===== src/per_key_sliding_window_rate_limiter_macros.svh =====
// Assertion macros for the sliding window rate limiter.
// Clocked on clock, disabled during reset; no other dependencies.
`ifndef PER_KEY_SLIDING_WINDOW_RATE_LIMITER_MACROS_SVH
`define PER_KEY_SLIDING_WINDOW_RATE_LIMITER_MACROS_SVH
`ifndef SYNTHESIS
// combinational property checked every cycle
`define SWRL_ASSERT(label, prop, msg) \
   label: assert property (@(posedge clock) disable iff (reset) (prop)) else $error(msg);
// implication whose consequent is checked in the next cycle
`define SWRL_ASSERT_NEXT(label, trig, cons, msg) \
   label: assert property (@(posedge clock) disable iff (reset) (trig) |=> (cons)) \
      else $error(msg);
`else
`define SWRL_ASSERT(label, prop, msg)
`define SWRL_ASSERT_NEXT(label, trig, cons, msg)
`endif
`endif


===== src/swrl_pkg.sv =====
// Shared constants, codes and structs of the sliding window rate limiter.
// No dependencies.
package swrl_pkg;

   // sizing
   localparam int NUM_KEYS      = 16;
   localparam int HISTORY_DEPTH = 16;
   localparam int MEM_DEPTH     = NUM_KEYS * HISTORY_DEPTH;
   localparam int KEY_W         = $clog2(NUM_KEYS);
   localparam int PTR_W         = (HISTORY_DEPTH > 1) ? $clog2(HISTORY_DEPTH) : 1;
   localparam int FILL_W        = $clog2(HISTORY_DEPTH + 1);
   localparam int ADDR_W        = (MEM_DEPTH > 1) ? $clog2(MEM_DEPTH) : 1;

   // field widths
   localparam int TYPE_W  = 2;
   localparam int KEYF_W  = 4;
   localparam int TIME_W  = 32;
   localparam int LIMIT_W = 16;
   localparam int COUNT_W = 5;
   localparam int COUNT_MAX = 31;

   localparam logic [TIME_W-1:0] RESET_WINDOW = 32'd3600;

   // request kinds
   localparam logic [TYPE_W-1:0] REQ_RECORD = 2'd0;
   localparam logic [TYPE_W-1:0] REQ_CHECK  = 2'd1;
   localparam logic [TYPE_W-1:0] REQ_COUNT  = 2'd2;
   localparam logic [TYPE_W-1:0] REQ_CLEAR  = 2'd3;

   // configuration register indexes
   localparam int CSR_IDX_W = 1;
   localparam logic [CSR_IDX_W-1:0] CSR_ENABLED = 1'b0;
   localparam logic [CSR_IDX_W-1:0] CSR_WINDOW  = 1'b1;

   // key table command
   typedef struct packed {
      logic             clear;
      logic             record;
      logic [KEY_W-1:0] key;
   } keytab_cmd_type;

   // timestamp memory access
   typedef struct packed {
      logic              wr_en;
      logic [ADDR_W-1:0] wr_addr;
      logic [TIME_W-1:0] wr_data;
      logic              rd_en;
      logic [ADDR_W-1:0] rd_addr;
   } mem_req_type;

   // one result word
   typedef struct packed {
      logic               valid;
      logic               limited;
      logic [COUNT_W-1:0] count;
      logic               overflow;
   } result_type;

   // entry address of a key's slot
   function automatic logic [ADDR_W-1:0] slot_addr(input logic [KEY_W-1:0] key,
                                                   input logic [PTR_W-1:0] slot);
      slot_addr = ADDR_W'(32'(key) * HISTORY_DEPTH + 32'(slot));
   endfunction

endpackage


===== src/swrl_keytab.sv =====
// Per-key fill count and write pointer, held in flip-flops.
// Depends on swrl_pkg for sizes and the command struct.
module swrl_keytab (
   input  logic                        clock,
   input  logic                        reset,
   input  swrl_pkg::keytab_cmd_type    cmd,
   output logic [swrl_pkg::FILL_W-1:0] fill,
   output logic [swrl_pkg::PTR_W-1:0]  wptr
);

   logic [swrl_pkg::FILL_W-1:0] fill_ff [swrl_pkg::NUM_KEYS];
   logic [swrl_pkg::PTR_W-1:0]  wptr_ff [swrl_pkg::NUM_KEYS];
   logic [swrl_pkg::FILL_W-1:0] fill_in;
   logic [swrl_pkg::PTR_W-1:0]  wptr_in;

   assign fill = fill_ff[cmd.key];
   assign wptr = wptr_ff[cmd.key];

   // advance on a record: fill saturates at depth, pointer wraps
   always_comb begin
      fill_in = fill;
      if (32'(fill) < swrl_pkg::HISTORY_DEPTH) begin
         fill_in = fill + swrl_pkg::FILL_W'(1);
      end
      if (32'(wptr) == swrl_pkg::HISTORY_DEPTH - 1) begin
         wptr_in = '0;
      end else begin
         wptr_in = wptr + swrl_pkg::PTR_W'(1);
      end
   end

   always_ff @(posedge clock) begin
      if (reset || cmd.clear) begin
         for (int k = 0; k < swrl_pkg::NUM_KEYS; k++) begin
            fill_ff[k] <= '0;
            wptr_ff[k] <= '0;
         end
      end else if (cmd.record) begin
         fill_ff[cmd.key] <= fill_in;
         wptr_ff[cmd.key] <= wptr_in;
      end
   end

endmodule


===== config.mk =====
export PLATFORM = sky130hd
export DESIGN_NAME = swrl_keytab
export DESIGN_NICKNAME = d
export VERILOG_FILES = /design/src/per_key_sliding_window_rate_limiter_macros.svh /design/src/swrl_pkg.sv /design/src/swrl_keytab.sv
export SDC_FILE = /design/constraint.sdc
export NUM_CORES = 1
export LEC_CHECK = 0
export BUFFER_PORTS_ARGS = -buffer_cell sky130_fd_sc_hd__buf_2
export CORE_ASPECT_RATIO = 1.5
export CORE_UTILIZATION = 58
export CTS_BUF_LIST = sky130_fd_sc_hd__clkbuf_4 sky130_fd_sc_hd__clkbuf_8
export CTS_CLUSTER_DIAMETER = 80
export DETAILED_ROUTE_END_ITERATION = 7
export PLACE_DENSITY = 0.76
export SLEW_MARGIN = 0
export SYNTH_ARGS = -nofsm -noshare
export SYNTH_HDL_FRONTEND = slang
export SYNTH_SLANG_ARGS = --single-unit

===== constraint.sdc =====
create_clock -name clock -period 2.75 [get_ports clock]
set_input_delay 0.55 -clock clock [delete_from_list [all_inputs] [get_ports clock]]
set_output_delay 0.55 -clock clock [all_outputs]
set_load 0.1 [all_outputs]

==> results summary <==
Row generation in the floorplan step produced 46 rows. The H-tree depth came out at 4. The worst hold path belongs to the class input port to flip-flop.

In this run the deepest clock path goes through 2 buffers. Traced cell by cell, the critical path runs through buf_4 > buf_4 > mux4_2 > mux4_2 > buf_6. The wire length per cell came out at 22.38 um. The most common cell in the synthesized netlist is sky130_fd_sc_hd__edfxtp_1.

The fraction of layout instances using a drive strength above 1 came out at 35.43%. The unique cell type count in the Yosys netlist came out at 27. The part of the total power dissipated in combinational logic is 14.4%. The number of remaining DRC errors is 0. TritonCTS built the clock tree. The core area came out at 10710 sq um.

The worst reg-to-reg setup slack came out at 0.47 ns. The async set-or-reset flop fraction in the synthesized netlist is 0%. The area of the die came out at 11550 sq um.

Ranked by total cell area, the synthesized netlist is headed by sky130_fd_sc_hd__edfxtp_1 (67%), sky130_fd_sc_hd__mux4_2 (13%), sky130_fd_sc_hd__nor2_1 (7.4%). The final wirelength is 14590 um. Hold is met by 0.9034 ns. The total design power is 5.099 mW. The post-synth net total came out at 442. The clock edge transition at the registers on the reported setup and hold paths is 0.07 ns. The internal power came out at 3.859 mW. The number of antenna violations at the first check in global routing was 0. The worst setup path is launched from an input port. Setup repair after global routing left no endpoint under its margin. The wire length of the first global-routing pass is 22430 um. The worst setup margin is 0.03322 ns. Dividing the final minimum period by the clock period gives 98.79%.

The via count of the first global-routing pass came out at 4012. The number of max-cap violations came out at 0. The area growth from synthesis to layout came out at 19.96%. The net switching power figure is 1.240 mW. The power density normalized to cell area came out at 659.1 nW/um^2. The final setup violation count came out at 0. The run finished with clean final reports. The area of the multi-input gates is 2140 sq um. The cell family contributing the most delay on the critical path is multiplexers. The worst-margin pin slew is 0.5472 ns. The arrival time of the worst setup path came out at 2.17 ns. The critical register-to-register path startpoint is wptr_ff[8][0].

The die boundary width is 88.10 um. The hold violation total from the final report came to 0. Synthesis inferred 144 register bits. The part of the total power dissipated in the clock network came out at 36.0%. The worst clock skew is 0.01038 ns. The count of nets left with antenna violations once routing finished came out at 0. The maximum number of pins on one net before global-route repair is 31. At the later pin of the worst-skew pair, clock insertion delay measures 0.43 ns. The critical path in this run is classified as input port to output pin. Counting the fill cells in the layout gives 706. In this run the clock root is driven by a sky130_fd_sc_hd__clkbuf_8. The detailed placement HPWL is 9751 um. Of all nets on the critical path, the largest fanout is 5. The diode insertion count for antenna repair came out at 0. The total CTS buffers is 17. The share of total power in sequential cells is 49.6%. The synthesized area per cell came out at 14.93 sq um.

The stage delay of the slowest cell on the critical path came out at 0.55 ns. The post-synthesis sequential area ratio came out at 67.04%. sky130_fd_sc_hd__edfxtp_1 takes more of the synthesized area than any other cell. The number of cells on the worst reg-to-reg path is 6.

The worst hold path startpoint is cmd[4]. The instance count along the most critical hold path is 6. The number of synthesized flops with an enable pin is 144. The fmax is 0.3681 GHz.

The total via count after detailed routing came out at 3937. The first routing iteration left 412 violations. Counting instances in the post-synthesis netlist gives the leading cell types as sky130_fd_sc_hd__edfxtp_1 (144), sky130_fd_sc_hd__nor2_1 (128), sky130_fd_sc_hd__nand2_1 (39), sky130_fd_sc_hd__mux4_2 (37), sky130_fd_sc_hd__nor2_2 (20). The leakage dissipation came out at 2.847 nW. The tree built by TritonCTS fans out to 144 sinks. The number of top-level pins is 17. The layout net count is 506. The congestion estimate from routability-driven global placement came to 0.8378.

The per-cell via count in the routed design came out at 6.038. The minimum clock period after layout came out at 2.717 ns. The placement-stage worst setup slack is -0.1145 ns.

The endpoint required time on the critical path came out at 2.20 ns. The terminating pin of the worst hold path is fill_ff[8][4]. Of the total power, the share spent switching nets is 24.32%. The initial core utilization came out at 60.25%.

The sequential cell area is 4324 sq um. The worst register-to-register path ends at wptr_ff[4][3]. The headroom to the max-slew limit came out at 63.24%. For this run the aggregate overflow at the end of global routing stands at 0. The worst setup path is captured at an output pin.

The overall routing resource usage came out at 27.56%. The die boundary height came out at 131.2 um. The area share of the largest cell type after synthesis came out at 67.04%. In this run the cell area of the synthesized design comes to 6450 sq um. VDD sags by at most 0.3132 mV.

The post-synthesis cell count is 432. The number of search-and-repair iterations in the first detailed-routing pass came out at 5. The number of slew-limit violations in the final report is 0.

Among all flip-flop cells after synthesis, the most frequent one is sky130_fd_sc_hd__edfxtp_1. The Yosys step of the flow raised 0 warnings. In this run the tool buffered the top-level ports with 16 buffer cells. Among all stages on the critical path, the largest delay is contributed by sky130_fd_sc_hd__mux4_2. The buffering stage count on the worst path with inverters included is 3.
cells by family (layout without fill, tap and decap cells):
kind of cell,count (synthesis),after routing,synth area share (%)
AO/OA/AOI/OAI,19,19,2.968
XOR/XNOR,4,4,0.9507
adder cells (fa/ha/maj),2,2,0.3879
buffers and inverters,25,101,2.386
flip-flops,144,144,67.04
multiplexers,38,38,13.13
AND/OR/NAND/NOR,200,200,13.13
registers in the layout (all words and copies together), names as in the netlist:
| signal | cells |
|---|---|
| fill_ff | 80 |
| wptr_ff | 64 |
through the flow:
| stage | cell area, sq um | setup TNS, ns | utilization (%) | std cells |
|---|---|---|---|---|
| after detailed placement | 7261 | -8.074 | 67.82 | 620 |
| after global routing | 7737 | 0 | 72.28 | 652 |
| after global placement | 7261 | -4.787 | 67.82 | 620 |
| after CTS | 7734 | 0 | 72.24 | 652 |
| after floorplan | 6645 | -0.4442 | - | 432 |
| final | 7737 | 0 | 72.28 | 652 |
worst reg2reg max path: cells and delay by family (launching register included):
family	cells	cell delay (ns)
and+or+nand+nor	2	0.27
AOI/OAI and AO/OA	2	0.81
muxes	1	0.48
adders and majority gates	1	0.21
DFF	1	0.38
repair_timing:
item / CTS / global route
endpoints found under the setup margin: 8 / 1
gates cloned: 0 / 0
pin swaps: 2 / 0
hold buffers: 0 / 0
setup buffers: 1 / 0
gates resized for setup: 10 / 1
final cells by class:
cell class / count / area share, %
Clock buffer: 19 / 3.218
Clock inverter: 12 / 2.458
Inverter: 3 / 0.1455
Multi-Input combinational cell: 263 / 27.65
Sequential cell: 144 / 55.89
Tap cell: 144 / 2.329
Timing Repair Buffer: 67 / 8.312
layout by cell type (no fill, tap or decap), drive strengths merged, types with 4 or more instances in the layout:
cell type  netlist  layout
buf             14      67
clkbuf           8      19
mux4            37      37
nand2           41      41
nor2           148     148
a22oi           16      16
bufinv           0       5
clkinv           0       5
edfxtp         144     144
inv              3       4
power by group through the flow:
| stage | clock network [mW] | registers (mW) | logic (mW) |
|---|---|---|---|
| global route | 1.93 | 2.54 | 0.765 |
| detailed placement | 0 | 2.58 | 0.718 |
| floorplan | 0 | 2.56 | 0.478 |
| CTS | 1.84 | 2.53 | 0.729 |
| finish | 1.84 | 2.53 | 0.733 |
| global placement | 0 | 2.57 | 0.703 |
how the worst max path moves through the flow:
stage / startpoint / endpoint / slack, ns / depth (start not counted)
final: cmd[0] / fill[3] / 0.03 / 5
after floorplan: cmd[0] / fill_ff[6][2] / -0.02 / 9
after global routing: cmd[0] / fill[3] / 0.008 / 5
after CTS: cmd[0] / fill[3] / 0.05 / 5
after global placement: cmd[0] / fill[3] / -0.09 / 5
after detailed placement: cmd[0] / wptr_ff[9][3] / -0.11 / 8
routing by layer:
layer  up-vias  global-route usage [%]  wire length, um
met2       220                   45.48             7722
met1      1956                   34.82             5033
met5         -                       0                0
li1       1720                       -                -
met4         0                   13.62              609
met3        41                   4.774             1227
No activity file was read; power rests on OpenSTA's default activity.
