File: src/per_key_sliding_window_rate_limiter_macros.svh
// Assertion macros for the sliding window rate limiter.
// Clocked on clock, disabled during reset; no other dependencies.
`ifndef PER_KEY_SLIDING_WINDOW_RATE_LIMITER_MACROS_SVH
`define PER_KEY_SLIDING_WINDOW_RATE_LIMITER_MACROS_SVH
`ifndef SYNTHESIS
// combinational property checked every cycle
`define SWRL_ASSERT(label, prop, msg) \
   label: assert property (@(posedge clock) disable iff (reset) (prop)) else $error(msg);
// implication whose consequent is checked in the next cycle
`define SWRL_ASSERT_NEXT(label, trig, cons, msg) \
   label: assert property (@(posedge clock) disable iff (reset) (trig) |=> (cons)) \
      else $error(msg);
`else
`define SWRL_ASSERT(label, prop, msg)
`define SWRL_ASSERT_NEXT(label, trig, cons, msg)
`endif
`endif

File: src/swrl_pkg.sv
// Shared constants, codes and structs of the sliding window rate limiter.
// No dependencies.
package swrl_pkg;

   // sizing
   localparam int NUM_KEYS      = 16;
   localparam int HISTORY_DEPTH = 16;
   localparam int MEM_DEPTH     = NUM_KEYS * HISTORY_DEPTH;
   localparam int KEY_W         = $clog2(NUM_KEYS);
   localparam int PTR_W         = (HISTORY_DEPTH > 1) ? $clog2(HISTORY_DEPTH) : 1;
   localparam int FILL_W        = $clog2(HISTORY_DEPTH + 1);
   localparam int ADDR_W        = (MEM_DEPTH > 1) ? $clog2(MEM_DEPTH) : 1;

   // field widths
   localparam int TYPE_W  = 2;
   localparam int KEYF_W  = 4;
   localparam int TIME_W  = 32;
   localparam int LIMIT_W = 16;
   localparam int COUNT_W = 5;
   localparam int COUNT_MAX = 31;

   localparam logic [TIME_W-1:0] RESET_WINDOW = 32'd3600;

   // request kinds
   localparam logic [TYPE_W-1:0] REQ_RECORD = 2'd0;
   localparam logic [TYPE_W-1:0] REQ_CHECK  = 2'd1;
   localparam logic [TYPE_W-1:0] REQ_COUNT  = 2'd2;
   localparam logic [TYPE_W-1:0] REQ_CLEAR  = 2'd3;

   // configuration register indexes
   localparam int CSR_IDX_W = 1;
   localparam logic [CSR_IDX_W-1:0] CSR_ENABLED = 1'b0;
   localparam logic [CSR_IDX_W-1:0] CSR_WINDOW  = 1'b1;

   // key table command
   typedef struct packed {
      logic             clear;
      logic             record;
      logic [KEY_W-1:0] key;
   } keytab_cmd_type;

   // timestamp memory access
   typedef struct packed {
      logic              wr_en;
      logic [ADDR_W-1:0] wr_addr;
      logic [TIME_W-1:0] wr_data;
      logic              rd_en;
      logic [ADDR_W-1:0] rd_addr;
   } mem_req_type;

   // one result word
   typedef struct packed {
      logic               valid;
      logic               limited;
      logic [COUNT_W-1:0] count;
      logic               overflow;
   } result_type;

   // entry address of a key's slot
   function automatic logic [ADDR_W-1:0] slot_addr(input logic [KEY_W-1:0] key,
                                                   input logic [PTR_W-1:0] slot);
      slot_addr = ADDR_W'(32'(key) * HISTORY_DEPTH + 32'(slot));
   endfunction

endpackage

File: src/swrl_seq.sv
// Request sequencer: executes records and clears, scans a key's ring for checks and counts.
// Depends on swrl_pkg and the assertion macro header.
`include "per_key_sliding_window_rate_limiter_macros.svh"
module swrl_seq (
   input  logic                         clock,
   input  logic                         reset,
   // request word
   input  logic                         req_valid,
   output logic                         req_ready,
   input  logic [swrl_pkg::TYPE_W-1:0]  req_type,
   input  logic [swrl_pkg::KEYF_W-1:0]  key_index,
   input  logic [swrl_pkg::TIME_W-1:0]  now_seconds,
   input  logic                         has_limit,
   input  logic [swrl_pkg::LIMIT_W-1:0] trade_limit,
   // configuration
   input  logic                         enabled,
   input  logic [swrl_pkg::TIME_W-1:0]  window_limit,
   // key table
   output swrl_pkg::keytab_cmd_type     kt_cmd,
   input  logic [swrl_pkg::FILL_W-1:0]  kt_fill,
   input  logic [swrl_pkg::PTR_W-1:0]   kt_wptr,
   // timestamp memory
   output swrl_pkg::mem_req_type        mem_req,
   input  logic [swrl_pkg::TIME_W-1:0]  mem_rd_data,
   // result
   output swrl_pkg::result_type         result,
   input  logic                         result_ready
);

   localparam logic [1:0] ST_IDLE = 2'd0;
   localparam logic [1:0] ST_EXEC = 2'd1;
   localparam logic [1:0] ST_SCAN = 2'd2;
   localparam logic [1:0] ST_DONE = 2'd3;

   logic [1:0] state_ff, state_in;

   // latched request
   logic [swrl_pkg::TYPE_W-1:0]  type_ff;
   logic [swrl_pkg::KEYF_W-1:0]  key_ff;
   logic [swrl_pkg::TIME_W-1:0]  now_ff;
   logic                         has_limit_ff;
   logic [swrl_pkg::LIMIT_W-1:0] limit_ff;

   // scan state
   logic [swrl_pkg::FILL_W-1:0]  idx_ff, idx_in;
   logic [swrl_pkg::FILL_W-1:0]  count_ff, count_in;
   logic                         rd_vld_ff, rd_vld_in;
   logic                         ovf_ff, ovf_in;

   logic                         accept;
   logic                         key_ok;
   logic                         do_record;
   logic [swrl_pkg::FILL_W-1:0]  eff_fill;
   logic                         issue;
   logic                         hit;
   logic [swrl_pkg::TIME_W-1:0]  age;

   assign accept    = req_valid && req_ready;
   assign req_ready = (state_ff == ST_IDLE);
   assign key_ok    = 32'(key_ff) < swrl_pkg::NUM_KEYS;
   assign eff_fill  = key_ok ? kt_fill : '0;
   assign do_record = (state_ff == ST_EXEC) && (type_ff == swrl_pkg::REQ_RECORD)
                      && enabled && key_ok;

   // key table commands
   assign kt_cmd.key    = swrl_pkg::KEY_W'(key_ff);
   assign kt_cmd.record = do_record;
   assign kt_cmd.clear  = (state_ff == ST_EXEC) && (type_ff == swrl_pkg::REQ_CLEAR);

   // scan: one read issued a cycle, compared as it returns
   assign issue = (state_ff == ST_SCAN) && (idx_ff < eff_fill);
   assign age   = now_ff - mem_rd_data;
   assign hit   = rd_vld_ff && ((mem_rd_data >= now_ff) || (age <= window_limit));

   assign mem_req.wr_en   = do_record;
   assign mem_req.wr_addr = swrl_pkg::slot_addr(kt_cmd.key, kt_wptr);
   assign mem_req.wr_data = now_ff;
   assign mem_req.rd_en   = issue;
   assign mem_req.rd_addr = swrl_pkg::slot_addr(kt_cmd.key, idx_ff[swrl_pkg::PTR_W-1:0]);

   // sequencing
   always_comb begin
      state_in  = state_ff;
      idx_in    = idx_ff;
      count_in  = count_ff;
      rd_vld_in = 1'b0;
      ovf_in    = ovf_ff;
      unique case (state_ff)
         ST_IDLE: begin
            if (accept) begin
               state_in = ST_EXEC;
            end
         end
         ST_EXEC: begin
            idx_in   = '0;
            count_in = '0;
            ovf_in   = do_record && (32'(kt_fill) >= swrl_pkg::HISTORY_DEPTH);
            if ((type_ff == swrl_pkg::REQ_CHECK) || (type_ff == swrl_pkg::REQ_COUNT)) begin
               state_in = ST_SCAN;
            end else begin
               state_in = ST_DONE;
            end
         end
         ST_SCAN: begin
            rd_vld_in = issue;
            if (issue) begin
               idx_in = idx_ff + swrl_pkg::FILL_W'(1);
            end
            if (hit) begin
               count_in = count_ff + swrl_pkg::FILL_W'(1);
            end
            if (!issue && !rd_vld_ff) begin
               state_in = ST_DONE;
            end
         end
         ST_DONE: begin
            if (result_ready) begin
               state_in = ST_IDLE;
            end
         end
         default: state_in = ST_IDLE;
      endcase
   end

   always_ff @(posedge clock) begin
      if (reset) begin
         state_ff  <= ST_IDLE;
         idx_ff    <= '0;
         count_ff  <= '0;
         rd_vld_ff <= 1'b0;
         ovf_ff    <= 1'b0;
      end else begin
         state_ff  <= state_in;
         idx_ff    <= idx_in;
         count_ff  <= count_in;
         rd_vld_ff <= rd_vld_in;
         ovf_ff    <= ovf_in;
      end
   end

   // request payload, held for the whole item
   always_ff @(posedge clock) begin
      if (accept) begin
         type_ff      <= req_type;
         key_ff       <= key_index;
         now_ff       <= now_seconds;
         has_limit_ff <= has_limit;
         limit_ff     <= trade_limit;
      end
   end

   // result word
   always_comb begin
      result.valid    = (state_ff == ST_DONE);
      result.overflow = ovf_ff;
      result.count    = (32'(count_ff) > swrl_pkg::COUNT_MAX) ?
                        swrl_pkg::COUNT_W'(swrl_pkg::COUNT_MAX) :
                        swrl_pkg::COUNT_W'(count_ff);
      result.limited  = (type_ff == swrl_pkg::REQ_CHECK) && enabled && has_limit_ff
                        && key_ok && (eff_fill != '0)
                        && (32'(count_ff) >= 32'(limit_ff));
   end

   // checks
   `SWRL_ASSERT_NEXT(a_accept_exec, accept, state_ff == ST_EXEC, "accepted word not executed")
   `SWRL_ASSERT_NEXT(a_read_returns, issue, rd_vld_ff && (state_ff == ST_SCAN), "read lost")
   `SWRL_ASSERT(a_count_le_idx, (state_ff != ST_SCAN) || (count_ff <= idx_ff), "count overran")
   `SWRL_ASSERT(a_no_write_in_scan, !(mem_req.wr_en && (state_ff != ST_EXEC)), "stray write")

endmodule

File: config.mk
export PLATFORM = sky130hd
export DESIGN_NAME = swrl_seq
export DESIGN_NICKNAME = d
export VERILOG_FILES = /design/src/swrl_pkg.sv /design/src/swrl_seq.sv
export VERILOG_INCLUDE_DIRS = /design/src /design/src/src
export SDC_FILE = /design/constraint.sdc
export NUM_CORES = 1
export LEC_CHECK = 0
export BUFFER_PORTS_ARGS = -buffer_cell sky130_fd_sc_hd__buf_2
export CAP_MARGIN = 15
export CORE_MARGIN = 4
export CORE_UTILIZATION = 41
export DETAILED_ROUTE_END_ITERATION = 7
export PLACE_DENSITY = 0.7
export SETUP_SLACK_MARGIN = 0.4
export SYNTH_ARGS = -nofsm -noshare
export SYNTH_HDL_FRONTEND = slang
export SYNTH_SLANG_ARGS = --single-unit
File: constraint.sdc
create_clock -name clock -period 4.57 [get_ports clock]
set_input_delay 0.914 -clock clock [delete_from_list [all_inputs] [get_ports clock]]
set_output_delay 0.914 -clock clock [all_outputs]
set_load 0.03 [all_outputs]
==> summary.md <==
| Metric | Value |
|---|---|
| RSZ-0062 raised after global routing | yes |
| Synthesized instance count | roughly 570 |
| Fmax | between 200 and 250 MHz |
| P_leak | approximately 0.0036 uW |
| First-pass GRT wire length | 24.00 mm |
| Reg2Reg Capture Point | count_ff[4] |
| Drt drc | 0 |
| Area contributors post-synth | edfxtp_1 (31%), ha_1 (19%), inv_1 (6.1%) |
| Hold Vio Cnt, Final | 0 |
| Critical path data arrival time | between 4 and 5 ns |
| Yosys top cell area share | 30.65% |
| Ports | 198 |
| Area grow syn2layout | 34.66% |
| Routed Antenna Nets | 0 |
| Setup slack, reg-to-reg | 0.29 ns |
| Unique masters post-synth | roughly 60 |
| Post-synthesis cell area | 0.005389 mm2 |
| Cts bufs inserted | 9 |
| Largest net degree at the start of global routing | 36 |
| Clock transition at path regs | approximately 0.060 ns |
| Hold endpoint | ovf_ff |
| HP Start | ovf_ff |
| Worst Skew | 0.008915 ns |
| Register area share after synthesis | a little over a third |
| Kind of critical path | in2reg |
| Mean Syn Cell Area | ~9.5 um2 |
| H-Tree Depth | 3 |
| CP endpoint kind | flip-flop |
| Non-Filler Instances | 983 |
| Clock root cell | clkbuf_16 |
| Final HPWL DP | ~13 mm |
| WP data required | around 4.8 ns |
| Hold crit path type | reg2reg |
| Via total after detailed routing | around 5.0k |
| Final slew viol count | 0 |
| Cells after DPL | 964 |
| Status | complete, no violations |
| Top_reg_cell synth | edfxtp_1 |
| Final Core Density | about 57% |
| Post-synth EDFFs | 55 |
| Setup-failing EPs final | 0 |
| Crit-path max cell delay | around 0.32 ns |
| Clock sinks | just under 70 |
| Initial Util | a little over two fifths |
| Worst r2r path cells | 17 |
| Critical Path Start Type | primary input |
| Vias in the first global route | ~5k |
| Rel. slew slack | 41.45% |
| Ant. Diodes | 0 |
| Max-Cap Viols | 0 |
| Fin area | 0.007257 mm2 |
| DP Area | between 0.006 and 0.007 mm2 |
| Share of cells above drive strength 1 | between 30% and 40% |
| Final wirelength | 15.07 mm |
| Height of the die | about 120 um |
| Gr ovfl total | 0 |
| VDD IR-drop max | around 0.00034 V |
| Synthesized flop and latch total | 69 |
| CP max FO | 5 |
| PD cells | approximately 470 mW/mm2 |
| Yosys warns | 0 |
| Fin Hold WS | around 0.5 ns |
| Asr flop ratio synth | 0% |
| CP max-delay cell | ha_1 |
| TritonCTS clock tree | done |
| Die Wd | approximately 120 um |
| Post-synth top area cell | edfxtp_1 |
| Routability cong. | between 0.9 and 1 |
| Post-Syn Nets | a little under 800 |
| Longest Clk Path Bufs | 2 |
| Total GRT Usage | between 20% and 30% |
| Rows | 41 |
| Via density | 5.036 |
| Final critical-path required period | 4.499 ns |
| Setup tns final | 0 ns |
| Nets | just over 1k |
| Core ar. | 0.01272 mm2 |
| Port bufs | between 150 and 200 |
| Die ar. | roughly 0.015 mm2 |
| Initial antenna violation count | 3 |
| RR Startpoint | now_ff[6] |
| Hold path cells | 2 |
| Worst-margin pin slew | 0.8782 ns |
| DR iter-0 viols | between 150 and 200 |
| Final worst path period share | 98.44% |
| Drt first pass iters | 4 |
| Worst-skew pair later-pin latency | around 0.34 ns |
| Wire length per cell | ~15 um |
| Crit-path cells | buf_2, inv_1, ha_1, buf_4, a21o_1, a211oi_1, a211o_1, o211ai_2, a21bo_2, a211o_1, a21oi_1, xnor2_1, ha_1, nand4_1, nor3_1, a22oi_1, nand4_1, a21oi_2, a211oi_2, buf_4, nor2_4, a22o_1 |
[metal layers]
| metal | up-vias | GRT usage (%) | share of wire (%) | wire length [um] |
|---|---|---|---|---|
| met4 | 6 | 9.517 | 2.8 | 420 |
| li1 | 2496 | - | - | - |
| met3 | 33 | 4.332 | 6.3 | 950 |
| met5 | - | 0 | 0.31 | 46 |
| met2 | 161 | 33.63 | 48 | 7176 |
| met1 | 2254 | 25.67 | 43 | 6479 |
[critical path, delay by kind of cell]
family,cells,cell delay (ns)
AOI/OAI and AO/OA,11,2.05
xor gates and xnor gates,1,0.14
adders and majority gates,2,0.61
buffers and inverters,4,0.46
and+or+nand+nor,4,0.55
[placed cells by master, fill, tap and decap left out, drive strengths merged, types with 4 or more instances in the layout]
cell	n
nand2	27
inv	88
a31oi	4
nand4	13
dfxtp	14
clkbuf	14
nor2	27
xnor2	21
o21a	4
edfxtp	55
ha	82
a211oi	12
o211ai	6
nor2b	12
nand3	12
xor2	12
nor4	6
and3	5
a21oi	48
buf	252
nand2b	9
a21o	14
o21ai	18
nor3	10
[worst max path at each step]
| stage | startpoint | endpoint | slack [ns] |
|---|---|---|---|
| CTS | mem_rd_data[6] | count_ff[4] | 0.02 |
| detailed placement | mem_rd_data[6] | count_ff[3] | -0.47 |
| floorplan | mem_rd_data[6] | count_ff[3] | 0.005 |
| finish | mem_rd_data[11] | count_ff[4] | 0.07 |
| global placement | mem_rd_data[6] | count_ff[4] | -0.43 |
| global route | mem_rd_data[6] | count_ff[0] | -0.19 |
[Yosys cell counts, types with 2 or more instances]
master     count
xnor2_1       21
nand3_1       12
o21a_1         4
o21bai_1       2
o211ai_2       2
xor2_1        12
buf_4         20
a22o_1         3
a211o_1        2
inv_1         88
a21oi_1       48
nor2_1        27
o21ai_0       17
nor4_1         6
clkbuf_1       4
nand3b_1       2
mux2i_1        3
nor3_1        10
edfxtp_1      55
nor2b_1       12
nand4_1       13
a21boi_0       2
a31oi_1        4
dfxtp_1       14
o2111ai_1      2
a21o_1        14
a221oi_1       2
nand2b_1       9
ha_1          82
and3_1         5
a211oi_1      10
o211ai_1       4
or3_1          3
and2_1         3
nand2_1       27
[repair_timing]
action	4_1_cts	5_1_grt
gates cloned	0	0
pin swaps	19	7
setup endpoints to repair	5	5
hold buffers	0	0
gates resized for setup	9	6
buffers inserted	1	2
[power breakdown]
group | leakage [uW] | switching (uW) | total [uW] | internal (uW)
logic | 0.00288 | 1080 | 1850 | 768
clock network | 0.000125 | 267 | 648 | 381
registers | 0.000636 | 75.4 | 928 | 852
[final cells by class]
class	instances	area (um2)
Fill cell	1145	5465
Multi-Input combinational cell	386	3073
Sequential cell	69	1932
Timing Repair Buffer	252	1429
Inverter	88	342.8
Clock buffer	14	254.0
Tap cell	172	215.2
Clock inverter	2	11.26
[sequential cells by signal, indices dropped and copies added (netlist names)]
name / flops
count_ff: 5
key_ff: 4
idx_ff: 5
state_ff: 2
has_limit_ff: 1
limit_ff: 16
type_ff: 2
rd_vld_ff: 1
now_ff: 32
ovf_ff: 1
[metrics by stage]
stage          setup WS (ns)  power, uW
2_1_floorplan       0.004921       2166
3_3_place_gp         -0.4293       2691
3_5_place_dp         -0.4697       2747
4_1_cts              0.02375       3422
5_1_grt              -0.1855       3682
6_report             0.07140       3421
[cell families (layout without fill, tap and decap cells)]
kind of cell,count (synthesis),in the layout,synth area share [%]
AND/OR/NAND/NOR,134,134,12.86
AO/OA/AOI/OAI,133,133,16.69
buffers and inverters,113,356,9.264
adder cells (fa/ha/maj),83,83,19.41
flip-flops,69,69,35.85
XOR/XNOR,33,33,5.363
multiplexers,3,3,0.5573
No activity file was read; power rests on OpenSTA's default activity.
